[config.mk]
export PLATFORM = sky130hd
export DESIGN_NAME = mctjm_ring
export DESIGN_NICKNAME = d
export VERILOG_FILES = /design/src/rtl/mctjm_ring.sv
export SDC_FILE = /design/constraint.sdc
export NUM_CORES = 2
export LEC_CHECK = 0
export BUFFER_PORTS_ARGS = -buffer_cell sky130_fd_sc_hd__buf_2
export CORE_AREA = 2 2 390 392
export CTS_CLUSTER_SIZE = 10
export DETAILED_ROUTE_END_ITERATION = 7
export DIE_AREA = 0 0 392 394
export PLACE_DENSITY_LB_ADDON = 0.1
export SLEW_MARGIN = 20
export SYNTH_ARGS = -nofsm -noshare
export SYNTH_HDL_FRONTEND = slang
export SYNTH_SLANG_ARGS = --single-unit
[constraint.sdc]
create_clock -name aclk -period 6.5 [get_ports aclk]
set_input_delay 0.975 -clock aclk [delete_from_list [all_inputs] [get_ports aclk]]
set_output_delay 0.975 -clock aclk [all_outputs]
set_load 0.05 [all_outputs]
[src/rtl/mctjm_ring.sv]
// Interval ring: one write port, one registered read port.
module mctjm_ring #(
    parameter int DEPTH = 96,
    parameter int WIDTH = 24,
    parameter int AW    = 7
) (
    input  logic             aclk,
    input  logic             we,
    input  logic [AW-1:0]    waddr,
    input  logic [WIDTH-1:0] wdata,
    input  logic [AW-1:0]    raddr,
    output logic [WIDTH-1:0] rdata
);
    logic [WIDTH-1:0] mem [DEPTH];
    logic [WIDTH-1:0] rdata_reg;

    always_ff @(posedge aclk) begin
        if (we) begin
            mem[waddr] <= wdata;
        end
        rdata_reg <= mem[raddr];
    end

    assign rdata = rdata_reg;
endmodule

# Word-level counts from Yosys, hierarchy flattened
# Memories as Yosys holds them, arrays and structs flattened. A register that Yosys moved wholly into a read port is not among the register bits.
# Cells that the tools add are included.
[classes] n_mux=2
[ops] op="1-bit 2-to-1 mux" n=2
[totals] regBits=0 ram_bits=2304 wordCells=3 memories=1
[mem_list] name="mem" words=96 word_bits=24 rd=1 rd_clocked_by_memory_dff=1 write_ports=1 line="14" text="logic [WIDTH-1:0] mem [DEPTH];"

# Logic depth before layout (Yosys ltp)
[logic_depth] word_depth=2 mapped_depth=12 mapped_depth_nobuf=5

# Worst setup path after synthesis
# No wires, ideal clock.
[synth_path] path_kind="input port to flip-flop" from="input port waddr[5]" to="memory mem[50][0] (enable)" setup_ns=0.435 t_arrival_ns=3.171 path_slack_ns=2.894 stages=3 path_cell_list="nor2b_1 nand3_1 nor3_1"
[synth_lines] item="start: declaration" line="9" text="input logic [AW-1:0] waddr,"
[synth_lines] item="end: declaration" line="14"
# No word-level cell before the write port.

==> impl_metrics.py <==
metrics = {
    "global_routing": {
        "grt.total_usage": 0.3279,
        "antenna_found_initial": 25,
        "grt.overflow.total": 0,
        "grt_max_degree": 97,
        "grt_pass1_wl_um": 346100,
        "grt_pass1_vias": 43771,
    },
    "critical_path": {
        "max_stage_delay_ns": 0.64,
        "path_class": "input port to register",
        "crit_slowest_cell": "mux4_2",
        "crit_required_ns": 7.27,
        "r2r_setup_slack_ns": 3.77,
        "rr_startpoint": "mem[25][12]",
        "arrival_ns": 4.38,
        "r2r_end": "rdata[12]",
        "cp_max_fo": 92,
        "crit_end": "rdata[7]",
        "worst_setup_path_start_kind": "input port",
        "reg2reg_depth": 5,
        "worst_setup_path_end_kind": "register",
        "path_cells": "buf_8 > buf_12 > mux4_2 > mux2_2 > o21ai_0 > a211oi_1 > or4b_1",
        "crit_start": "raddr[0]",
    },
    "sta": {
        "rsz0062_at_grt": "false",
        "timing.final.crit_share": 0.5560,
        "slew_violations": 0,
        "hold_viol": 0,
        "finalClockSkew_ns": 0.02897,
        "tightest_slew_ns": 1.343,
        "setup-tns-final_ns": 0,
        "min_period_ns": 3.614,
        "setup_ws_ns": 2.886,
        "maxSlewHeadroom": 0.08149,
        "max_freq_mhz": 276.7,
        "finalHoldWorstSlack_ns": 0.3049,
        "setup_viol": 0,
    },
    "routing": {
        "drc_errors": 0,
        "wl_um": 249400,
        "ant_nets": 0,
        "vias": 44976,
        "wl_per_cell_um": 38.39,
        "viasPerCell": 6.923,
        "drt_iter0_drc": 6636,
        "dr.pass1.iters": 6,
    },
    "synthesis": {
        "synth_top_area_share": 0.7733,
        "async_flop_share": 0,
        "synth_edf_count": 2304,
        "synthTopCellsByArea": "edfxtp_1 77%, mux4_2 13%, mux2i_1 3.1%",
        "synth_ff_type": "edfxtp_1",
        "synthMostInstantiatedCell": "edfxtp_1",
        "yosysSeqAreaShare": 0.7786,
        "yosys_warnings": 0,
        "avgSynthCellArea_sq_um": 22.04,
        "syn_nets": 4100,
        "syn_inst": 4060,
        "synth_cell_types": 59,
        "synthTopCellsByCount": "2,304 x edfxtp_1, 500 x mux4_2, 280 x mux2i_1",
        "synth_top_cell_by_area": "edfxtp_1",
        "synth-seq-cells": 2328,
        "synthesis.area_sq_um": 89470,
    },
    "power_and_ir_drop": {
        "vdd_drop_max_mv": 0.3101,
        "p_total_uw": 31920,
        "p_leak_uw": 0.03210,
        "p_per_area_nw_per_um2": 316.3,
    },
    "final_layout": {
        "drive_gt1_frac": 0.2665,
        "area_growth_pct": 12.77,
        "final_area_sq_um": 100900,
        "largest_reg_flops": 2304,
        "nets": 4414,
    },
    "clock_network": {
        "cts_made_buffers": 284,
        "cts.reportedPaths.clkPinSlew_ns": 0.06,
        "insertion_delay_ns": 0.90,
        "max-clock-path-buffers": 4,
        "post_cts_buffers": 0,
        "cts_tree": "done",
        "htreeDepth": 5,
        "ctsHoldBuffers": 0,
        "cts_resized": 0,
        "cts_sinks": 2328,
        "root_buffer": "clkbuf_16",
    },
    "placement": {
        "place_ws_ns": 1.841,
        "placed_area_sq_um": 92990,
        "io_buffers": 63,
        "gp_congestion": 0.8890,
        "dp_hpwl_um": 141600,
    },
    "floorplanning": {
        "core_area_sq_um": 150700,
        "die_area_sq_um": 154400,
        "num_rows": 143,
        "io_pins": 64,
        "initial_utilization": 0.5939,
        "die_h_um": 394,
        "die_w_um": 392,
    },
    "run": {
        "drv_cap": 0,
    },
    "hold_path": {
        "hp-class": "input port to register",
        "hold_depth": 1,
    },
    "outcome": {
        "status": "finished, final reports clean",
    },
}
## stage by stage
step / cells / util
2_1_floorplan: 4060 / -
3_3_place_gp: 6101 / 0.6166
3_5_place_dp: 6108 / 0.6172
4_1_cts: 6481 / 0.6680
5_1_grt: 6491 / 0.6697
6_report: 6497 / 0.6698
## layout make-up
type	instances	area (sq um)
fillers	9632	49750
clock inverters	5	33.78
repair buffers	247	2112
well taps	2030	2540
flip-flops and latches	2328	69670
multi-input cells	1509	18900
inverters	4	22.52
clock buffers	368	7614
diodes	6	15.01
## cells by family (layout without fill, tap and decap cells)
family | count (synthesis) | after routing | share of synthesized area
DFF | 2328 | 2328 | 0.7786
other | 0 | 6 | 0
and+or+nand+nor | 413 | 413 | 0.02140
buffers and inverters | 223 | 624 | 0.01538
AOI/OAI and AO/OA | 287 | 287 | 0.02310
muxes | 809 | 809 | 0.1615
## metal layers
layer,GRT usage,share of wire
met1,0.4796,0.38
met2,0.4836,0.46
met3,0.08598,0.12
met4,0.1214,0.039
met5,0,0.00077
## where the power goes
| part | switching (uW) | total (uW) | leakage (uW) | internal [uW] |
|---|---|---|---|---|
| Clock | 5520 | 13600 | 0.00372 | 8060 |
| Combinational | 1150 | 1680 | 0.00746 | 530 |
| Sequential | 67.7 | 16700 | 0.0209 | 16600 |
| Total | 6740 | 31900 | 0.0321 | 25200 |
## cell usage in the layout, fill, tap and decap left out, types with 16 or more instances in the layout
cell	netlist	layout
dfxtp_1	24	24
nand2b_1	16	16
nor2b_1	28	24
nand3_1	54	54
a22oi_1	91	91
nor2_2	0	63
buf_4	41	181
nor2_4	0	25
clkbuf_16	0	293
edfxtp_1	2304	2304
clkbuf_1	75	75
a21oi_1	31	31
mux4_2	500	500
o22ai_1	25	25
nand2_1	117	117
mux2i_1	280	280
nor2_1	124	36
o21ai_0	24	22
mux2_2	25	25
buf_2	39	38
## worst max-delay path, delay by kind of cell
kind                   cells  cell delay [ns]
AO/OA/AOI/OAI              2             0.60
buffers and inverters      2             1.07
multiplexers               2             0.93
AND/OR/NAND/NOR            1             0.58
## worst min path at each step
| stage | slack [ns] | startpoint | to |
|---|---|---|---|
| 2_1_floorplan | 0.66 | mem[16][12] | rdata[12] |
| 3_3_place_gp | 0.78 | mem[75][12] | rdata[12] |
| 3_5_place_dp | 0.79 | mem[67][12] | rdata[12] |
| 4_1_cts | 0.25 | wdata[20] | mem[47][20] |
| 5_1_grt | 0.28 | wdata[20] | mem[47][20] |
| 6_report | 0.30 | wdata[20] | mem[42][20] |
Power figures use the tool's default switching activity.
