### src/rtl/mctjm_isqrt.sv
// Integer square root, one root bit per cycle.
module mctjm_isqrt #(
    parameter int VW = 48,
    parameter int RW = 24
) (
    input  logic          aclk,
    input  logic          aresetn,
    input  logic          start,
    input  logic [VW-1:0] value,
    output logic          done,
    output logic [RW-1:0] root
);
    localparam int CW = $clog2(RW + 1);

    logic [2*RW-1:0] val_reg, val_next;
    logic [RW+2:0]   rem_reg, rem_next;
    logic [RW-1:0]   root_reg, root_next;
    logic [CW-1:0]   cnt_reg, cnt_next;
    logic            busy_reg, busy_next, done_reg, done_next;
    logic [RW+2:0]   rem_sh, trial;

    // Bring down two bits, try appending a one to the root
    always_comb begin
        rem_sh    = {rem_reg[RW:0], val_reg[2*RW-1 -: 2]};
        trial     = {1'b0, root_reg, 2'b01};
        val_next  = val_reg;
        rem_next  = rem_reg;
        root_next = root_reg;
        cnt_next  = cnt_reg;
        busy_next = busy_reg;
        done_next = 1'b0;
        if (start && !busy_reg) begin
            val_next  = (2*RW)'(value);
            rem_next  = '0;
            root_next = '0;
            cnt_next  = CW'(RW);
            busy_next = 1'b1;
        end else if (busy_reg) begin
            val_next = {val_reg[2*RW-3:0], 2'b00};
            if (rem_sh >= trial) begin
                rem_next  = rem_sh - trial;
                root_next = {root_reg[RW-2:0], 1'b1};
            end else begin
                rem_next  = rem_sh;
                root_next = {root_reg[RW-2:0], 1'b0};
            end
            cnt_next = cnt_reg - 1'b1;
            if (cnt_reg == CW'(1)) begin
                busy_next = 1'b0;
                done_next = 1'b1;
            end
        end
    end

    always_ff @(posedge aclk) begin
        if (!aresetn) begin
            busy_reg <= 1'b0;
            done_reg <= 1'b0;
            cnt_reg  <= '0;
        end else begin
            busy_reg <= busy_next;
            done_reg <= done_next;
            cnt_reg  <= cnt_next;
        end
        val_reg  <= val_next;
        rem_reg  <= rem_next;
        root_reg <= root_next;
    end

    assign done = done_reg;
    assign root = root_reg;
endmodule

### config.mk
export PLATFORM = sky130hd
export DESIGN_NAME = mctjm_isqrt
export DESIGN_NICKNAME = d
export VERILOG_FILES = /design/src/rtl/mctjm_isqrt.sv
export SDC_FILE = /design/constraint.sdc
export NUM_CORES = 1
export LEC_CHECK = 0
export ABC_AREA = 1
export BUFFER_PORTS_ARGS = -buffer_cell sky130_fd_sc_hd__buf_2
export CORE_MARGIN = 5
export CORE_UTILIZATION = 45
export DETAILED_ROUTE_END_ITERATION = 7
export PLACE_DENSITY = 0.73
export SLEW_MARGIN = 20
export SYNTH_ARGS = -nofsm -noshare
export SYNTH_HDL_FRONTEND = slang
export SYNTH_SLANG_ARGS = --single-unit
### constraint.sdc
create_clock -name aclk -period 3.5 [get_ports aclk]
set_input_delay 0 -clock aclk [delete_from_list [all_inputs] [get_ports aclk]]
set_output_delay 0 -clock aclk [all_outputs]
set_load 0.02 [all_outputs]
=== After elaboration in Yosys (flattened, before gate mapping) ===
Index checks and enable logic that the tools add are counted.

* Bits of input ports: 51
* Register bits after elaboration: 104
* Logic and storage cells: 28
* Output and inout bits: 25

* Bitwise gates (word level): 2
* Multiplexer cells: 10
* Add/subtract/negate cells: 2
* Magnitude comparators: 1
* Eq/ne operators: 1
* Reduce and logical (&&, ||, !) cells: 5

{| class="wikitable"
|+ Operators with widths
! cell !! number
|-
| $mux W48 || 2
|-
| $ge A27 B26 Y1 || 1
|-
| $mux W25 || 1
|-
| $sub A25 B25 Y25 || 1
|-
| $mux W5 || 2
|-
| $eq A5 B1 Y1 const B || 1
|-
| $mux W1 || 5
|-
| $sub A5 B1 Y5 const B || 1
|-
| $reduce_or A3 Y1 || 1
|-
| $not A1 Y1 || 2
|-
| $reduce_bool A2 Y1 || 1
|-
| $reduce_or A2 Y1 || 1
|-
| $logic_and A1 B1 Y1 || 1
|-
| $logic_not A1 Y1 || 1
|}

=== Longest topological paths before layout ===
* Depth in word-level cells: 4
* Mapped depth: 15
* Gate-level depth less buffers: 14

=== Worst setup path before layout ===
No wires, ideal clock.

* Path kind: reg2reg
* Start point: reg busy_reg
* End point: reg val_reg[0] (enable)
* Period minus slack after synthesis: 2545 ps
* Buffers on the path: 1
* Data arrival time: 2113 ps
* Slack: 955 ps
* Cell stages (with the launch flop): 4
* Cell sequence: dfxtp_1 > nor2_1 > inv_1 > clkbuf_1

* Cells in the longest elaborated chain, start to end: 3

{| class="wikitable"
|+ Ends and longest elaborated chain
! what !! RTL line !! text
|-
| start, declared || 19 || <nowiki>logic busy_reg, busy_next, done_reg, done_next;</nowiki>
|-
| start signal, assigned || 61 || <nowiki>busy_reg <= busy_next;</nowiki>
|-
| $logic_not A1 Y1 || 32 || <nowiki>if (start && !busy_reg) begin</nowiki>
|-
| $logic_and A1 B1 Y1 || 32 ||
|-
| $reduce_bool A2 Y1 (no line) * || - ||
|-
| end signal, assigned || 65 || <nowiki>val_reg <= val_next;</nowiki>
|-
| end, declared || 15 || <nowiki>logic [2*RW-1:0] val_reg, val_next;</nowiki>
|}

Mark *: on every way between the ends. The rest lies on a longest branch, timed or not.
A chain may end at the register's enable or synchronous reset.

=== Final worst setup path ===
* Start point: reg root_reg[0], in the netlist root[0]
* End point: reg rem_reg[15]

* Cells in the longest elaborated chain, start to end: 2
* Elaborated cells on any way between the ends: 3
* Classes of those cells: add/sub (1); order compare (1); mux (1)

{| class="wikitable"
|+ Ends and longest elaborated chain
! what !! RTL line !! text
|-
| start, declared || 17 || <nowiki>logic [RW-1:0] root_reg, root_next;</nowiki>
|-
| start signal, assigned || 67 || <nowiki>root_reg <= root_next;</nowiki>
|-
| $sub A25 B25 Y25 or $ge A27 B26 Y1 (tied branches) || 41, 40 ||
|-
| $mux W25 * || 40 || <nowiki>if (rem_sh >= trial) begin</nowiki>
|-
| end signal, assigned || 66 || <nowiki>rem_reg <= rem_next;</nowiki>
|-
| end, declared || 16 || <nowiki>logic [RW+2:0] rem_reg, rem_next;</nowiki>
|}

Marked as above.

==> results.md <==
* Sequential fraction of the synthesis area at 0.442
* Cell Chain, Critical Path: inv_1, ha_1, a21oi_2, nand2_2, nand3_1, nand3_2, nand2_1, nand3_2, buf_4, or2_1, nand3_1, nand2_1
* Worst Setup End Kind: flip-flop
* Worst-path maximum fanout at 18
* First-pass GRT wire length at about 25000 um
* Die Wd at 124 um
* H-tree levels at 3
* Final min period at 2.45 ns
* RSZ-0062 raised after global routing: no
* Reg clk slew, reported paths at 0.07 ns
* Max-cap viol count at 0
* Final period util at 0.701
* Clk sinks at 104
* Compound-Gate Fraction of Synth Area at 0.0936
* Synth-to-Final Area Change at 23.5%
* CTS max path bufs at 2
* Yosys top cell by area: edfxtp_1
* Hold WC Path Type: in -> reg
* Routed vias/inst at 4.97
* Status: finished, final reports clean
* Slew Viols, Final at 0
* Layout Nets at 990
* Leakage at around 3.6 nW
* Dpl hpwl at 9880 um
* Synth cell types at 36
* Root buf cell: clkbuf_16
* XOR/XNOR share of the synthesized area at 0.0166
* IO Count at 76
* Worst Path Arrival at 2.70 ns
* Synthesized instance count at 790
* Vias post-DR at ~5.4k
* Fmax at approximately 410 MHz
* #FFs+latches synth at ~100
* Max VDD drop at 347 uV
* Final WL at 15000 um
* Total power at 5.66 mW
* Worst-Margin Slew at 0.541 ns
* Share of cells above drive strength 1 at 0.131
* Final Setup Violations at 0
* Initial core utilization at 0.460
* Worst Setup Path Type: reg -> reg
* Synth area leaders: edfxtp_1 (25%), nand2_1 (20%), dfxtp_1 (19%), inv_1 (6.1%), ha_1 (6.0%)
* Core area at between 10000 and 15000 um2
* Multi-input logic area at 2760 um2
* Initial antenna violation count at 1
* Register area at 2560 um2
* Max reg flops at between 40 and 50
* GRT overflow at 0
* CP Data Required Time at 3.74 ns
* Mux contribution to synthesized area at 0
* Global Route Usage Sum at 0.206
* DR WL/cell at about 14 um
* Final Hold Vio Count at 0
* Site row count at 41
* Vias in the first global route at 5401
* Antenna Nets Post-Route at 0
* # DRC at 0
* Largest family of logic cells by synthesized area: simple AND/OR/NAND/NOR gates
* Slew margin rel. at 0.639
* Iteration-0 DRC Markers at 350
* Post-route insts no fill at approximately 1.1k
* Fin Setup TNS at 0 ns
* Final core occ at 0.567
* CTS tree: done
* Synthesized net count at about 870
* R2R setup slack at 1.05 ns
* Clock latency on the worst-skew pair at 0.35 ns
* Commonest non-fill, non-tap cell in the layout: nand2_1
* Critical Path Source Type: flip-flop
* Die height at 124 um
* Fill cell total of the finished layout at roughly 1.2k
* Dpl cells at around 1.0k
* Post-synthesis adder-cell area fraction at 0.0604
* Pre-Repair DR Iteration Count at 4
* RD Place Congestion at 0.938
* Synth Area in Simple Gates at 0.306
* CP max stage cell: ha_1
* Synth warn at 0
* Die area at 15300 um2
* Highest-count cells in the layout ignoring fill and taps: nand2_1 (316), inv_1 (93), buf_2 (75)
* Average size of a mapped cell at about 7.3 um2
* Area of the mapped netlist at roughly 5800 um2
* Share of the synthesized area in the top cell type at 0.249
* IO buf count at 75
* Worst Skew at 0.00712 ns
* Num CTS Buffers at 9
* Pwr Density at 790 nW/um2
* Pin count of the biggest net entering global routing at 53
* Worst path max stage delay at 0.38 ns
## synthesized netlist by cell type (all sizes together)
| library cell | number |
|---|---|
| nor2 | 41 |
| edfxtp | 48 |
| buf | 9 |
| ha | 28 |
| xnor2 | 10 |
| o211ai | 6 |
| a31oi | 2 |
| and2 | 1 |
| o21ai | 27 |
| inv | 96 |
| nand4 | 9 |
| dfxtp | 56 |
| a21oi | 36 |
| o22ai | 23 |
| nand3b | 1 |
| o21bai | 2 |
| nand2 | 320 |
| nand3 | 41 |
| nor4 | 1 |
| xor2 | 1 |
| nor3 | 6 |
| clkbuf | 16 |
| or2 | 10 |
## metal layers
layer	vias to the layer above	track usage	part of all wire
met1	2446	0.250	0.45
met5	-	0	0
met4	0	0.0644	0.022
met2	148	0.357	0.48
li1	2783	-	-
met3	30	0.0549	0.050
## final cells by class
class / instances / share of cell area
multi-input cells: 565 / 0.386
flip-flops and latches: 104 / 0.358
repair buffers: 135 / 0.134
inverters: 96 / 0.0503
clock buffers: 11 / 0.0339
well taps: 172 / 0.0301
clock inverters: 4 / 0.00751
diodes: 1 / 0.000350
## critical path, delay by kind of cell (launching register included)
family	cells	cell delay (ns)
buf+inv	2	0.39
flops	1	0.36
simple gates	8	1.03
fa+ha+maj	1	0.38
compound gates	1	0.18
## power breakdown
group	switching [mW]	internal, mW
Combinational	1.91	1.09
Sequential	0.122	1.49
Clock	0.459	0.574
Total	2.49	3.16
## repair_timing
action,in CTS,in global routing
hold buffers,49,0
gates resized for setup,0,0
setup buffers,0,0
endpoints found under the hold margin,55,0
## metrics by stage
| stage | worst slack, ns | instance area [um2] | hold slack, ns |
|---|---|---|---|
| floorplan | 0.955 | 5800 | 0.132 |
| global placement | 1.06 | 6370 | 0.263 |
| detailed placement | 1.07 | 6370 | 0.266 |
| CTS | 1.02 | 7160 | 0.186 |
| global route | 0.803 | 7160 | 0.218 |
| finish | 1.05 | 7160 | 0.201 |
## cells by family after synthesis
logic type	after synthesis
and+or+nand+nor	430
buffers and inverters	121
DFF	104
AOI/OAI and AO/OA	96
adders and majority gates	28
xor gates and xnor gates	11
## worst paths after layout
kind	depth (start not counted)	to	start
hold reg to reg	2	cnt_reg[1]	cnt_reg[1]
setup reg to reg	12	rem_reg[15]	root[0]
setup / recovery	12	rem_reg[15]	root[0]
hold / removal	5	rem_reg[1]	start
Note: power is estimated with default switching activity, not from simulation.
