--- src/rtl/mctjm_div.sv ---
// Restoring divider, one quotient bit per cycle.
module mctjm_div #(
    parameter int NUMW = 43,
    parameter int DENW = 24
) (
    input  logic            aclk,
    input  logic            aresetn,
    input  logic            start,
    input  logic [NUMW-1:0] num,
    input  logic [DENW-1:0] den,
    output logic            busy,
    output logic            done,
    output logic [NUMW-1:0] quot
);
    localparam int CW = $clog2(NUMW + 1);

    logic [NUMW-1:0] quot_reg, quot_next;
    logic [DENW-1:0] rem_reg, rem_next;
    logic [DENW-1:0] den_reg;
    logic [CW-1:0]   cnt_reg, cnt_next;
    logic            busy_reg, busy_next, done_reg, done_next;
    logic [DENW:0]   rem_sh;

    // One shift-subtract step per cycle
    always_comb begin
        rem_sh    = {rem_reg, quot_reg[NUMW-1]};
        quot_next = quot_reg;
        rem_next  = rem_reg;
        cnt_next  = cnt_reg;
        busy_next = busy_reg;
        done_next = 1'b0;
        if (start && !busy_reg) begin
            quot_next = num;
            rem_next  = '0;
            cnt_next  = CW'(NUMW);
            busy_next = 1'b1;
        end else if (busy_reg) begin
            if (rem_sh >= {1'b0, den_reg}) begin
                rem_next  = DENW'(rem_sh - {1'b0, den_reg});
                quot_next = {quot_reg[NUMW-2:0], 1'b1};
            end else begin
                rem_next  = rem_sh[DENW-1:0];
                quot_next = {quot_reg[NUMW-2:0], 1'b0};
            end
            cnt_next = cnt_reg - 1'b1;
            if (cnt_reg == CW'(1)) begin
                busy_next = 1'b0;
                done_next = 1'b1;
            end
        end
    end

    always_ff @(posedge aclk) begin
        if (!aresetn) begin
            busy_reg <= 1'b0;
            done_reg <= 1'b0;
            cnt_reg  <= '0;
        end else begin
            busy_reg <= busy_next;
            done_reg <= done_next;
            cnt_reg  <= cnt_next;
        end
        quot_reg <= quot_next;
        rem_reg  <= rem_next;
        if (start && !busy_reg) begin
            den_reg <= den;
        end
    end

    assign busy = busy_reg;
    assign done = done_reg;
    assign quot = quot_reg;
endmodule

--- config.mk ---
export PLATFORM = sky130hd
export DESIGN_NAME = mctjm_div
export DESIGN_NICKNAME = d
export VERILOG_FILES = /design/src/rtl/mctjm_div.sv
export SDC_FILE = /design/constraint.sdc
export NUM_CORES = 1
export LEC_CHECK = 0
export BUFFER_PORTS_ARGS = -buffer_cell sky130_fd_sc_hd__buf_2
export CAP_MARGIN = 30
export CELL_PAD_IN_SITES_DETAIL_PLACEMENT = 0
export CELL_PAD_IN_SITES_GLOBAL_PLACEMENT = 1
export CORE_AREA = 2 2 171 89
export CTS_CLUSTER_DIAMETER = 30
export DETAILED_ROUTE_END_ITERATION = 6
export DIE_AREA = 0 0 173 91
export PLACE_DENSITY = 0.75
export SLEW_MARGIN = 25
export SYNTH_ARGS = -nofsm -noshare
export SYNTH_HDL_FRONTEND = slang
export SYNTH_SLANG_ARGS = --single-unit
--- constraint.sdc ---
create_clock -name aclk -period 3.1 [get_ports aclk]
set_input_delay 0.775 -clock aclk [delete_from_list [all_inputs] [get_ports aclk]]
set_output_delay 0.775 -clock aclk [all_outputs]
set_load 0.01 [all_outputs]
# == Word-level counts from Yosys, hierarchy flattened ==
# Index checks and enable logic that the tools add are counted.
# word_totals
wordCells,28
reg_bits,99
output_inout_bits,45
# classes
n_reduce_logical,5
n_mux,10
add_sub_neg,2
order_cmp,1
bitwise_logic,2
n_eq_ne,1
# op_table
operator,count
$mux W43,2
$ge A25 B24 Y1,1
$mux W24,1
$sub A24 B24 Y24,1
$mux W6,2
$eq A6 B1 Y1 const B,1
$sub A6 B1 Y6 const B,1
$mux W1,5
$reduce_or A3 Y1,1
$not A1 Y1,2
$reduce_bool A2 Y1,1
$reduce_or A2 Y1,1
$logic_and A1 B1 Y1,1
$logic_not A1 Y1,1

# == Logic depth before layout (Yosys ltp) ==
# Gate-level depths: netlist (run 1).
# logic_depth
depth_word,4
mapped_depth,12

# == Least setup slack after synthesis (run 1) ==
# Ideal clock, no wire load.
# synth_timing
path_type,input to register
from,in start
to,reg quot_reg[33] (netlist: quot[33]) (data pin)
stages,5
required_ns,2.839
setup_ns,0.261
slack_ns,0.033
t_arrival_ns,2.806
n_path_buf,3
cell_sequence,clkbuf_1 -> nor2b_1 -> clkbuf_1 -> buf_1 -> mux2_2
# synth_between
elab_chain_cells,2
# synth_rtl
element,line_no,text
"start, declared",8,"input logic start,"
$logic_and A1 B1 Y1,32,if (start && !busy_reg) begin
$mux W43,32,
net quot_next[33],17,"logic [NUMW-1:0] quot_reg, quot_next;"
"end signal, assigned",63,quot_reg <= quot_next;
"end, declared",17,
# The timed path passes the listed nets, and every way through them passes these cells.
# A chain may end at the register's enable or synchronous reset.

# == Worst setup path in the final report (run 1) ==
# layout_timing
from,reg den_reg[1]
to,reg rem_reg[10]
# layout_between
elab_chain_cells,2
# layout_rtl
element,line_no,text
"start, declared",19,logic [DENW-1:0] den_reg;
"start signal, assigned",66,den_reg <= den;
$sub A24 B24 Y24 or $ge A25 B24 Y1 (tied branches),"39, 38",
$mux W24 *,38,"if (rem_sh >= {1'b0, den_reg}) begin"
"end signal, assigned",64,rem_reg <= rem_next;
"end, declared",18,"logic [DENW-1:0] rem_reg, rem_next;"
# Every way passes the cells marked *; elsewhere a longest branch is shown, timed or not.

==> out/results.txt, run 1 <==
Logic pwr share: 0.163
Clk pwr share: 0.340
Hold Path Class: register to register
Endpoints failing setup: 0
Initial Util: 0.387
P_int: 2.37 mW
Total Routing Usage GR: 0.173
Syn_area_per_cell: 10.8 um2
GRT overflow: 0
Largest net degree at the start of global routing: 60
Hold Vio Cnt, Final: 0
Top Ports: 115
Port Buf Inserts: 114
H-tree levels: 3
Post_cts resized: 0
Hold Path Origin: cnt_reg[5]
Leakage: 2.81 nW
DIE HEIGHT: 91 um
Final setup TNS: 0 ns
Worst-path maximum fanout: 22
Vias in the first global route: 4005
DR vias: 4289
Met1 usage: 0.279
Nets: 713
Register area share after synthesis: 0.483
Core area: 0.0142 mm2
Placement Cell Area: 0.00627 mm2
Status: complete, no violations
Slew HR: 0.576
Setup crit end kind: register
Max FFs per register: 43
R2R setup slack: 0.18 ns
Gr busiest metal: met1
First-pass GRT wire length: 21500 um
Post-Route WL: 13600 um
Kind of critical path: register to register
RSZ-0062 raised after global routing: false
Fin area: 0.00657 mm2
Worst-skew pair later-pin latency: 0.35 ns
Pre-CTS setup slack: 0.170 ns
Clock transition at path regs: 0.07 ns
Post-CTS setup repair buffer count: 0
Diode count: 0
Met3 GRT Util: 0.0364
Num rows: 31
Share of post-route cells with drive strength above 1: 0.327
CP startpoint kind: register
Final ANT Viol Nets: 0
DR WL/cell: 16.6 um
Yosys warns: 0
Drt pass-1 iters: 5
TritonCTS clock tree: yes
Post-synth EDFFs: 67
Arr. time, crit path: 3.16 ns
Clock Skew: 0.00978 ns
Sequential share of power: 0.497
CP required: 3.34 ns
Sw Ratio: 0.268
Setup slack after layout: 0.180 ns
Seq cells post-synth: 99
Area delta synth->final: 19.7%
GR Util met2: 0.229
DRT iter0 DRCs: 268
Cell variety after synth: 64
Placer Congestion: 0.910
Slew at the pin closest to its max-slew limit: 0.630 ns
Min cycle time layout: 2.92 ns
Number of max-cap violations: 0
Post-synth ARST share: 0
Initial antenna violation count: 0
Most frequent cells in the layout: buf_2 (114), edfxtp_1 (67), nand3_1 (49)
Mapped Area: 0.00549 mm2
HPWL Detailed: 10300 um
F_max: 342 MHz
Synth Net Count: 603
Most common cell after layout, fill and taps aside: buf_2
Dominant synthesized flop cell: edfxtp_1
Max Slew Vio Count: 0
Bufs on Longest Clock Path: 2
Clk sink count: 99
Worst reg2reg startpoint: den_reg[1]
Maximum VDD drop: 294 uV
Fin crit share: 0.942
# hold bufs at CTS: 0
Full die area: 0.0157 mm2
Num CTS Buffers: 9
Clock Root Buffer: clkbuf_16
Hold depth: 2
Reg2reg end: rem_reg[10]
Synthesized instance count: 506
Vias per cell: 5.24
R2r worst-path depth: 10
Die W: 173 um
Drt drc: 0
WHS Endpoint: busy
Power Density: 494 mW/mm2
Net switching power: 0.868 mW
## power groups by stage
stage               Clock [mW]  Sequential, mW  Combinational, mW
floorplan                    0            1.66              0.294
global placement             0            1.63              0.520
detailed placement           0            1.64              0.527
CTS                       1.14            1.61              0.530
global route              1.18            1.62              0.577
finish                    1.10            1.61              0.528
## per-layer routing
layer	part of all wire	wire length [um]	up-vias
met2	0.39	5310	99
met4	0.0081	110	0
met5	0	0	-
met1	0.55	7490	2069
met3	0.049	671	10
li1	-	-	2111
## cells in the mapped netlist, types with 2 or more instances
cell,n,area [um2]
nor4_1,3,18.8
nor3_1,8,40.0
and2_1,3,18.8
nand2_1,37,139
buf_6,4,45.0
edfxtp_1,67,2010
o211ai_1,3,22.5
and3_1,2,12.5
a311oi_1,2,17.5
nand4_1,4,25.0
o31ai_1,4,30.0
or2_2,4,25.0
a311o_1,2,20.0
inv_1,37,139
o311a_1,2,20.0
or3_1,3,18.8
o21a_1,3,22.5
o311ai_0,3,26.3
mux2i_1,6,60.1
a21o_1,5,37.5
a31oi_1,2,12.5
and4_1,4,35.0
xor2_1,6,52.6
dfxtp_1,32,641
a21oi_1,20,100
buf_2,10,50.1
a22o_1,3,26.3
mux2_2,43,484
nor2_1,21,78.8
nor3b_1,3,22.5
ha_1,26,325
o21ai_0,20,100
clkbuf_1,11,41.3
o2111ai_1,2,17.5
a32oi_1,8,70.1
nand3_1,49,245
nor2b_1,4,25.0
a211oi_1,2,15.0
xnor2_1,13,114
## critical path: stages, from the launching register on
cell and delay (ns):
edfxtp_1 0.42, inv_1 0.07, ha_1 0.23, nor2b_4 0.13, o2111ai_1 0.23, a311oi_1 0.16, o31a_2 0.37, a311oi_4 0.42
a31o_4 0.43, nor2_1 0.08, a311o_1 0.26
## worst max path at each step
stage                       end  slack [ns]  depth (start not counted)       start
CTS                 rem_reg[10]        0.16                         10  den_reg[1]
detailed placement  rem_reg[10]        0.17                         10  den_reg[1]
finish              rem_reg[10]        0.18                         10  den_reg[1]
floorplan              quot[33]        0.03                          5       start
global placement    rem_reg[10]        0.25                         10  den_reg[1]
global route        rem_reg[10]        0.02                         10  den_reg[1]
## through the flow
step,utilization,std cells,power [mW],hold WS (ns)
floorplan,-,506,1.96,0.455
global placement,0.442,803,2.15,0.468
detailed placement,0.442,803,2.17,0.481
CTS,0.463,819,3.28,0.492
global route,0.463,819,3.38,0.515
finish,0.463,819,3.24,0.493
## cells by family (layout without fill, tap and decap cells)
| kind of cell | after synthesis | in the layout | share of synthesized area |
|---|---|---|---|
| xor+xnor | 19 | 19 | 0.0303 |
| flops | 99 | 99 | 0.483 |
| buf+inv | 64 | 179 | 0.0518 |
| fa+ha+maj | 27 | 27 | 0.0629 |
| mux | 49 | 49 | 0.0992 |
| compound gates | 97 | 97 | 0.133 |
| simple gates | 151 | 151 | 0.139 |
## final cells by class
class	count	area, um2
Timing Repair Buffer	126	673
Sequential cell	99	2650
Inverter	37	139
Clock inverter	6	56.3
Multi-Input combinational cell	343	2560
Tap cell	198	248
Clock buffer	10	239
Fill cell	1362	7630
Power figures use the tool's default switching activity.
==> inputs of run 2 (changes only) <==
- MAX_ROUTING_LAYER: default -> met4
==> out/results.txt, run 2 (synthesis gave the netlist of run 1 again) <==
Fin crit share: 0.942 (about the same)
Clock Skew: 0.00977 ns (-0.0000113 ns)
Hold Vio Cnt, Final: 0 (unchanged)
Worst path bufs/invs: 1 (unchanged)
Slew HR: 0.576 (+0.000770)
DIE HEIGHT: 91 um (unchanged)
CP Cell Sequence: inv_1, ha_1, nor2b_4, o2111ai_1, a311oi_1, o31a_2, a311oi_4, a31o_4, nor2_1, a311o_1
CP startpoint: den_reg[1]
Most frequent cells in the layout: buf_2 (114), edfxtp_1 (67), nand3_1 (49)
H-tree levels: 3 (unchanged)
Maximum VDD drop: 294 uV (about the same)
Die W: 173 um (unchanged)
M1 wire length: 7510 um (+0.29%)
Leakage: 2.81 nW (unchanged)
Kind of critical path: register to register
Clk sink count: 99 (unchanged)
Final ANT Viol Nets: 0 (unchanged)
Number of max-cap violations: 0 (unchanged)
Nets: 713 (unchanged)
Top sig layer: met4
Vias per cell: 5.24 (unchanged)
Largest net degree at the start of global routing: 60 (unchanged)
Drt pass-1 iters: 5 (unchanged)
DR WL/cell: 16.6 um (about the same)
Clock transition at path regs: 0.07 ns (about the same)
Full die area: 0.0157 mm2 (unchanged)
TritonCTS clock tree: yes
R2R setup slack: 0.18 ns (about the same)
CP required: 3.34 ns (about the same)
Post-CTS setup repair buffer count: 0 (unchanged)
Arr. time, crit path: 3.16 ns (about the same)
Status: complete, no violations
Vias in the first global route: 4002 (-0.075%)
# hold bufs at CTS: 0 (unchanged)
DR vias: 4289 (unchanged)
First-pass GRT wire length: 21500 um (unchanged)
GRT overflow: 0 (unchanged)
Met3 routed WL: 649 um (-3.3%)
Hold WS: 0.493 ns (unchanged)
Worst-path maximum fanout: 22 (unchanged)
Max Slew Vio Count: 0 (unchanged)
Hold Path Class: register to register
HPWL Detailed: 10300 um (unchanged)
Post-Route WL: 13600 um (about the same)
Max incr delay on CP: 0.43 ns (about the same)
Num CTS Buffers: 9 (unchanged)
Final Power: 3.24 mW (about the same)
Fin util: 0.463 (unchanged)
R2r worst-path depth: 10 (unchanged)
Num rows: 31 (unchanged)
Diode count: 0 (unchanged)
Top Ports: 115 (unchanged)
Endpoints failing setup: 0 (unchanged)
Core area: 0.0142 mm2 (unchanged)
Area delta synth->final: 19.7% (unchanged)
F_max: 342 MHz (about the same)
CP max-delay cell: a31o_4
Initial antenna violation count: 0 (unchanged)
Clock Root Buffer: clkbuf_16
Max FFs per register: 43 (unchanged)
CP startpoint kind: register
Power Density: 494 mW/mm2 (about the same)
Reg2reg end: rem_reg[10]
Min cycle time layout: 2.92 ns (-0.0000110 ns)
Worst reg2reg startpoint: den_reg[1]
Total Routing Usage GR: 0.178 (+0.00510)
DRT iter0 DRCs: 266 (-0.75%)
DR WL met2: 5310 um (unchanged)
Bufs on Longest Clock Path: 2 (unchanged)
Initial Util: 0.387 (unchanged)
Port Buf Inserts: 114 (unchanged)
Worst-skew pair later-pin latency: 0.35 ns (about the same)
Top delay family on crit path: compound AO/OA/AOI/OAI gates
Share of post-route cells with drive strength above 1: 0.327 (unchanged)
Post_cts resized: 0 (unchanged)
Placer Congestion: 0.926 (+1.7%)
RSZ-0062 raised after global routing: false
Final setup TNS: 0 ns (unchanged)
Most common cell after layout, fill and taps aside: buf_2
Drt drc: 0 (unchanged)
Setup crit end kind: register
Slew at the pin closest to its max-slew limit: 0.629 ns (-0.00114 ns)
Number of cells on the critical path: 10 (unchanged)
Crit path capture: rem_reg[10]
## run 2: cell counts in the layout (fill, tap and decap cells not counted)
Identical to the previous run, type by type.
## run 2: layout make-up
class                           count  area, um2
Clock buffer                       10        239
Sequential cell                    99       2650
Inverter                           37        139
Clock inverter                      6       56.3
Timing Repair Buffer              126        673
Fill cell                        1362       7630
Multi-Input combinational cell    343       2560
Tap cell                          198        248
## run 2: stage by stage
stage	cells	area, um2	setup slack [ns]
after floorplan	506	5490	0.0327
after global placement	803	6270	0.255
after detailed placement	803	6270	0.170
after CTS	819	6570	0.160
after global routing	819	6570	0.0195
final	819	6570	0.180
## run 2: per-layer routing
metal,track usage,vias to the layer above
li1,-,2111
met1,0.280,2069
met2,0.229,99
met3,0.0348,10
met4,0.0417,0
met5,-,-
## run 2: how the worst min path moves through the flow
stage	from	end	slack, ns	depth (start not counted)
final	cnt_reg[5]	busy	0.49	2
after global routing	rem_reg[6]	rem_reg[6]	0.51	2
after CTS	cnt_reg[5]	busy	0.49	2
after detailed placement	cnt_reg[5]	busy	0.48	2
after global placement	cnt_reg[5]	busy	0.47	2
after floorplan	rem_reg[3]	rem_reg[3]	0.46	2
## run 2: tightest hold or removal path, stage by stage (launching register included)
cell	delay, ns
dfxtp_1	0.32
inv_1	0.07
a31oi_1	0.07
## run 2: power breakdown
| group | total, mW | internal (mW) | leakage, nW | switching [mW] |
|---|---|---|---|---|
| sequential | 1.61 | 1.55 | 0.922 | 0.0627 |
| clock | 1.10 | 0.582 | 0.143 | 0.521 |
| combinational | 0.528 | 0.244 | 1.75 | 0.284 |
| total | 3.24 | 2.37 | 2.81 | 0.868 |
